===== src/rtl/lbp_pkg.sv =====
// Shared types, constants and the code function for the 3x3 LBP stream block.
package lbp_pkg;

    localparam int PIX_W      = 8;
    localparam int CFG_IDX_W  = 2;
    localparam int CFG_DATA_W = 13;
    localparam int ROW_W      = 13;
    localparam int Q_DEPTH    = 8;
    localparam int Q_PTR_W    = 3;
    localparam int Q_CNT_W    = 4;

    localparam logic [CFG_DATA_W-1:0] RST_FRAME_WIDTH  = 13'd640;
    localparam logic [ROW_W-1:0]      RST_FRAME_HEIGHT = 13'd480;
    localparam logic [PIX_W-1:0]      RST_BORDER       = 8'd255;

    typedef enum logic [CFG_IDX_W-1:0] {
        CFG_FRAME_WIDTH  = 2'd0,
        CFG_FRAME_HEIGHT = 2'd1,
        CFG_BORDER_VALUE = 2'd2
    } t_cfg_idx;

    typedef logic [PIX_W-1:0] t_pix;

    typedef struct packed {
        t_pix up;
        t_pix mid;
        t_pix dn;
    } t_col;

    typedef struct packed {
        t_pix code;
        logic frame_end;
    } t_code_item;

    typedef struct packed {
        logic       push_a;
        logic       push_b;
        t_code_item item_a;
        t_code_item item_b;
    } t_q_push;

    function automatic t_pix lbp_code(input t_col l, input t_col m, input t_col r);
        t_pix c;
        t_pix v;
        c    = m.mid;
        v[7] = l.up  > c;
        v[6] = m.up  > c;
        v[5] = r.up  > c;
        v[4] = r.mid > c;
        v[3] = r.dn  > c;
        v[2] = m.dn  > c;
        v[1] = l.dn  > c;
        v[0] = l.mid > c;
        return v;
    endfunction

endpackage


===== src/rtl/lbp_if.sv =====


interface lbp_code_if import lbp_pkg::*; ();
    logic valid;
    logic ready;
    t_pix code;
    logic frame_end;
    modport source(output valid, code, frame_end, input ready);
    modport sink(input valid, code, frame_end, output ready);
endinterface



===== src/rtl/lbp_out_q.sv =====
// Output queue for LBP codes, takes up to two entries per cycle.
module lbp_out_q import lbp_pkg::*; (
    input  logic               i_clk,
    input  logic               i_rst_n,
    input  t_q_push            i_push,
    lbp_code_if.source         o_code,
    output logic [Q_CNT_W-1:0] o_count
);

    t_code_item          r_mem [Q_DEPTH];
    logic [Q_PTR_W-1:0]  r_wp;
    logic [Q_PTR_W-1:0]  r_rp;
    logic [Q_CNT_W-1:0]  r_cnt;
    logic [Q_CNT_W-1:0]  n_push;
    logic                pop;
    t_code_item          first;

    assign first  = i_push.push_a ? i_push.item_a : i_push.item_b;
    assign n_push = Q_CNT_W'(i_push.push_a) + Q_CNT_W'(i_push.push_b);
    assign pop    = o_code.valid && o_code.ready;

    always_ff @(posedge i_clk) begin
        if (i_push.push_a || i_push.push_b) begin
            r_mem[r_wp] <= first;
        end
        if (i_push.push_a && i_push.push_b) begin
            r_mem[r_wp + Q_PTR_W'(1)] <= i_push.item_b;
        end
    end

    always_ff @(posedge i_clk) begin
        if (!i_rst_n) begin
            r_wp  <= '0;
            r_rp  <= '0;
            r_cnt <= '0;
        end else begin
            r_wp  <= r_wp + Q_PTR_W'(n_push);
            r_rp  <= r_rp + Q_PTR_W'(pop);
            r_cnt <= r_cnt + n_push - Q_CNT_W'(pop);
        end
    end

    assign o_code.valid     = r_cnt != '0;
    assign o_code.code      = r_mem[r_rp].code;
    assign o_code.frame_end = r_mem[r_rp].frame_end;
    assign o_count          = r_cnt;

`ifndef NO_ASSERTIONS
    a_no_overflow: assert property (@(posedge i_clk) disable iff (!i_rst_n)
        r_cnt <= Q_CNT_W'(Q_DEPTH))
        else $error("output queue overflow");
`endif

endmodule


===== src/flat_wrapper.sv =====
// flat-port wrapper written by rule: the top's interface ports become plain ports
module lbp_out_q_flat import lbp_pkg::*;
  (i_clk, i_rst_n, i_push, o_count, o_code_valid, o_code_code, o_code_frame_end, o_code_ready);
  lbp_code_if o_code_i ();
  input  logic i_clk;
  input  logic i_rst_n;
  input  t_q_push i_push;
  output logic [Q_CNT_W-1:0] o_count;
  output wire logic [$bits(o_code_i.valid)-1:0] o_code_valid;
  output wire logic [$bits(o_code_i.code)-1:0] o_code_code;
  output wire logic [$bits(o_code_i.frame_end)-1:0] o_code_frame_end;
  input wire logic [$bits(o_code_i.ready)-1:0] o_code_ready;
  assign o_code_valid = o_code_i.valid;
  assign o_code_code = o_code_i.code;
  assign o_code_frame_end = o_code_i.frame_end;
  assign o_code_i.ready = o_code_ready;
  lbp_out_q u_core (.i_clk(i_clk), .i_rst_n(i_rst_n), .i_push(i_push), .o_code(o_code_i), .o_count(o_count));
endmodule

===== config.mk =====
export PLATFORM = sky130hd
export DESIGN_NAME = lbp_out_q_flat
export DESIGN_NICKNAME = d
export VERILOG_FILES = /design/src/rtl/lbp_pkg.sv /design/src/rtl/lbp_if.sv /design/src/rtl/lbp_out_q.sv /design/src/flat_wrapper.sv
export SDC_FILE = /design/constraint.sdc
export NUM_CORES = 1
export LEC_CHECK = 0
export BUFFER_PORTS_ARGS = -buffer_cell sky130_fd_sc_hd__buf_4
export CORE_ASPECT_RATIO = 1.2
export CORE_MARGIN = 5
export CORE_UTILIZATION = 40
export DETAILED_ROUTE_END_ITERATION = 8
export GPL_TIMING_DRIVEN = 1
export HOLD_SLACK_MARGIN = 0.03
export PLACE_DENSITY = 0.62
export SKIP_LAST_GASP = 1
export SLEW_MARGIN = 20
export SYNTH_ARGS = -nofsm -noshare
export SYNTH_HDL_FRONTEND = slang
export SYNTH_SLANG_ARGS = --single-unit

===== constraint.sdc =====
create_clock -name i_clk -period 3.9 [get_ports i_clk]
set_input_delay 0 -clock i_clk [delete_from_list [all_inputs] [get_ports i_clk]]
set_output_delay 0 -clock i_clk [all_outputs]
set_load 0.02 [all_outputs]

==> results.sh <==
export IMPL_yosysWarnings=0
export IMPL_synth_cell_types=34
export IMPL_ys_ff_latch=82
export IMPL_grt_ovfl_total=0
export IMPL_synth_top_family_by_area="multiplexers"
export IMPL_wl_per_cell_um=21.1
export IMPL_slew_viol_final=0
export IMPL_coreArea_sq_um=10900
export IMPL_hold_violations=0
export IMPL_portBuffers=36
export IMPL_synth_area_mux_share=0.325
export IMPL_end_kind="register"
export IMPL_relSlewSlack=0.285
export IMPL_antenna_found_initial=0
export IMPL_cts_setup_buffers=0
export IMPL_ant_nets=0
export IMPL_die_width_um=106
export IMPL_crit_fanout=11
export IMPL_start_kind="register"
export IMPL_cts_tree="done"
export IMPL_area_delta_synth_final_pct=16.3
export IMPL_ir_worst_vdd_mv=0.427
export IMPL_synth_area_sq_um=4400
export IMPL_nFillCells=971
export IMPL_start_util=0.404
export IMPL_ios=37
export IMPL_synth_xor_area_frac=0.0134
export IMPL_dr_pass1_iters=4
export IMPL_wirelength_mm=9.59
export IMPL_num_rows=42
export IMPL_arrival_ps=2680
export IMPL_cts_hold_buf=1
export IMPL_grt_pass1_wl_mm=15.0
export IMPL_cap_violations=0
export IMPL_syn_instance_count=272
export IMPL_num_antenna_cells=0
export IMPL_grt_max_degree=20
export IMPL_status="finished clean"
export IMPL_die_h_um=125
export IMPL_synthesis_nets=309
export IMPL_num_vias=2486
export IMPL_cts_inserted_buffers=9
export IMPL_rsz0062_at_grt="no"
export IMPL_initialDrtViolationCount=144
export IMPL_vias_per_cell=5.46
export IMPL_synth_fa_ha_area_frac=0.0432
export IMPL_clk_insertion_delay_late_ps=330
export IMPL_critPathKind="register to register"
export IMPL_p_leak_nw=1.80
export IMPL_p_per_area_nw_per_um2=530
export IMPL_totalPowerFinal_mw=2.71
export IMPL_drc=0
export IMPL_clk_pin_slew_ps=60
export IMPL_yosysSeqAreaShare=0.537
export IMPL_gp_congestion=0.738
export IMPL_cts_sinks=82
export IMPL_fmax_mhz=379
export IMPL_post_route_util=0.470
export IMPL_fin_crit_ps=2640
export IMPL_fin_tns_setup_ps=0
export IMPL_hp_class="input port to register"
export IMPL_clockBufferDepth=2
export IMPL_finClkSkew_ps=3.34
export IMPL_dpl_hpwl_mm=6.51
export IMPL_synth_simple_gate_area_frac=0.0481
export IMPL_grt_pass1_vias=2687
export IMPL_worstMarginPinSlew_ps=1070
export IMPL_final_nets=355
export IMPL_synth_compound_area_frac=0.0131
export IMPL_cts_repair_resized=0
export IMPL_grt_usage=0.154
export IMPL_dieArea_sq_um=13200
export IMPL_htree_levels=3
export IMPL_finalSetupViolations=0
export IMPL_clockRootBuffer="clkbuf_16"
export IMPL_cp_required_ps=3940
export IMPL_drive_gt1_frac=0.542
export IMPL_fin_crit_sh=0.677
export IMPL_postSynthAreaPerCell_sq_um=16.2
==> synthesized netlist by cell type (all sizes together) <==
master   n  share of area
nand3    2         0.0023
nor2b    1         0.0014
nor2     4         0.0057
o22ai    3         0.0043
o32ai    1         0.0020
inv     12          0.010
nor3b    1         0.0017
xnor2    2         0.0057
ha      12          0.034
clkbuf   3         0.0026
xor2     3         0.0077
nand2    5         0.0054
fa       2         0.0091
mux4    18          0.092
and2     9          0.013
dfxtp   10          0.046
o21bai   1         0.0017
nand2b   4         0.0057
a21o     1         0.0017
edfxtp  72           0.49
mux2i    1         0.0023
nand3b   1         0.0017
mux2    90           0.23
buf      6         0.0074
a21oi    1         0.0011
o21ai    2         0.0023
or2      2         0.0028
nor3     3         0.0085
==> registers in the layout, summed over array words and instances, names as in the netlist <==
register / flops
u_core.r_mem: 72
u_core.o_count: 4
u_core.r_wp: 3
u_core.r_rp: 3
==> layout make-up <==
cell class / instances / area [sq um] / share of cell area
clock buffers: 11 / 233 / 0.0455
clock inverters: 5 / 21.3 / 0.00416
inverters: 12 / 45.0 / 0.00881
multi-input cells: 169 / 1950 / 0.382
flip-flops and latches: 82 / 2360 / 0.462
well taps: 132 / 165 / 0.0323
repair buffers: 44 / 333 / 0.0651
==> metrics by stage <==
| step | hold slack (ps) | instances | area (sq um) | setup slack, ps |
|---|---|---|---|---|
| detailed placement | 300 | 438 | 4850 | 1290 |
| global placement | 293 | 436 | 4830 | 1230 |
| global route | 40.1 | 455 | 5110 | 1070 |
| floorplan | 155 | 272 | 4400 | 1630 |
| CTS | 30.9 | 455 | 5110 | 1280 |
| finish | 39.7 | 455 | 5110 | 1260 |
==> report_power, final <==
part	leakage, nW	total (mW)	internal (mW)	switching [mW]
logic	0.932	0.829	0.419	0.410
registers	0.743	1.14	1.08	0.0615
clock network	0.126	0.740	0.423	0.317
total	1.80	2.71	1.92	0.789
==> logic make-up (layout without fill, tap and decap cells) <==
family / after synthesis / after routing
adders and majority gates: 14 / 14
and+or+nand+nor: 32 / 32
buffers and inverters: 21 / 72
AOI/OAI and AO/OA: 9 / 9
DFF: 82 / 82
xor gates and xnor gates: 5 / 5
muxes: 109 / 109
==> metal layers <==
layer | GRT usage | vias up | wire (um)
li1 | - | 1155 | -
met3 | 0.0249 | 18 | 331
met4 | 0.0777 | 0 | 262
met2 | 0.248 | 50 | 4850
met5 | 0 | - | 0
met1 | 0.200 | 1263 | 4150
==> worst max-delay path, cell delays in order, from the launching register on <==
cell	delay (ps)
dfxtp_1	540
ha_1	390
nor3b_1	410
nand2_2	290
o21ai_1	430
buf_4	280
==> cells in the final DEF, fill, tap and decap left out, types with 2 or more instances in the layout <==
cell and count:
nor2_2 4, nand2b_1 4, nor3_4 2, clkbuf_16 9, or2_2 2, clkinv_2 2, edfxtp_1 72, and2_1 9
clkbuf_1 2, dfxtp_1 10, fa_1 2, nand3_1 2, mux2_2 90, xor2_1 2, ha_1 12, nand2_2 2
o21ai_1 2, clkinv_1 3, mux4_2 18, o22ai_1 3, nand2_1 3, buf_4 43, inv_1 12
==> path summary, 6_finish.rpt <==
kind | startpoint | to | slack, ps | depth (start not counted)
hold / removal | i_push[0] | u_core.r_mem[4][0]$_DFFE_PP_ | 40 | 2
setup reg to reg | u_core.r_wp[0]$_SDFF_PN0_ | u_core.r_mem[1][7]$_DFFE_PP_ | 1260 | 5
hold reg to reg | u_core.o_count[3]$_SDFF_PN0_ | u_core.o_count[3]$_SDFF_PN0_ | 680 | 4
setup / recovery | u_core.r_wp[0]$_SDFF_PN0_ | u_core.r_mem[1][7]$_DFFE_PP_ | 1260 | 5
Note: power is estimated with default switching activity, not from simulation.
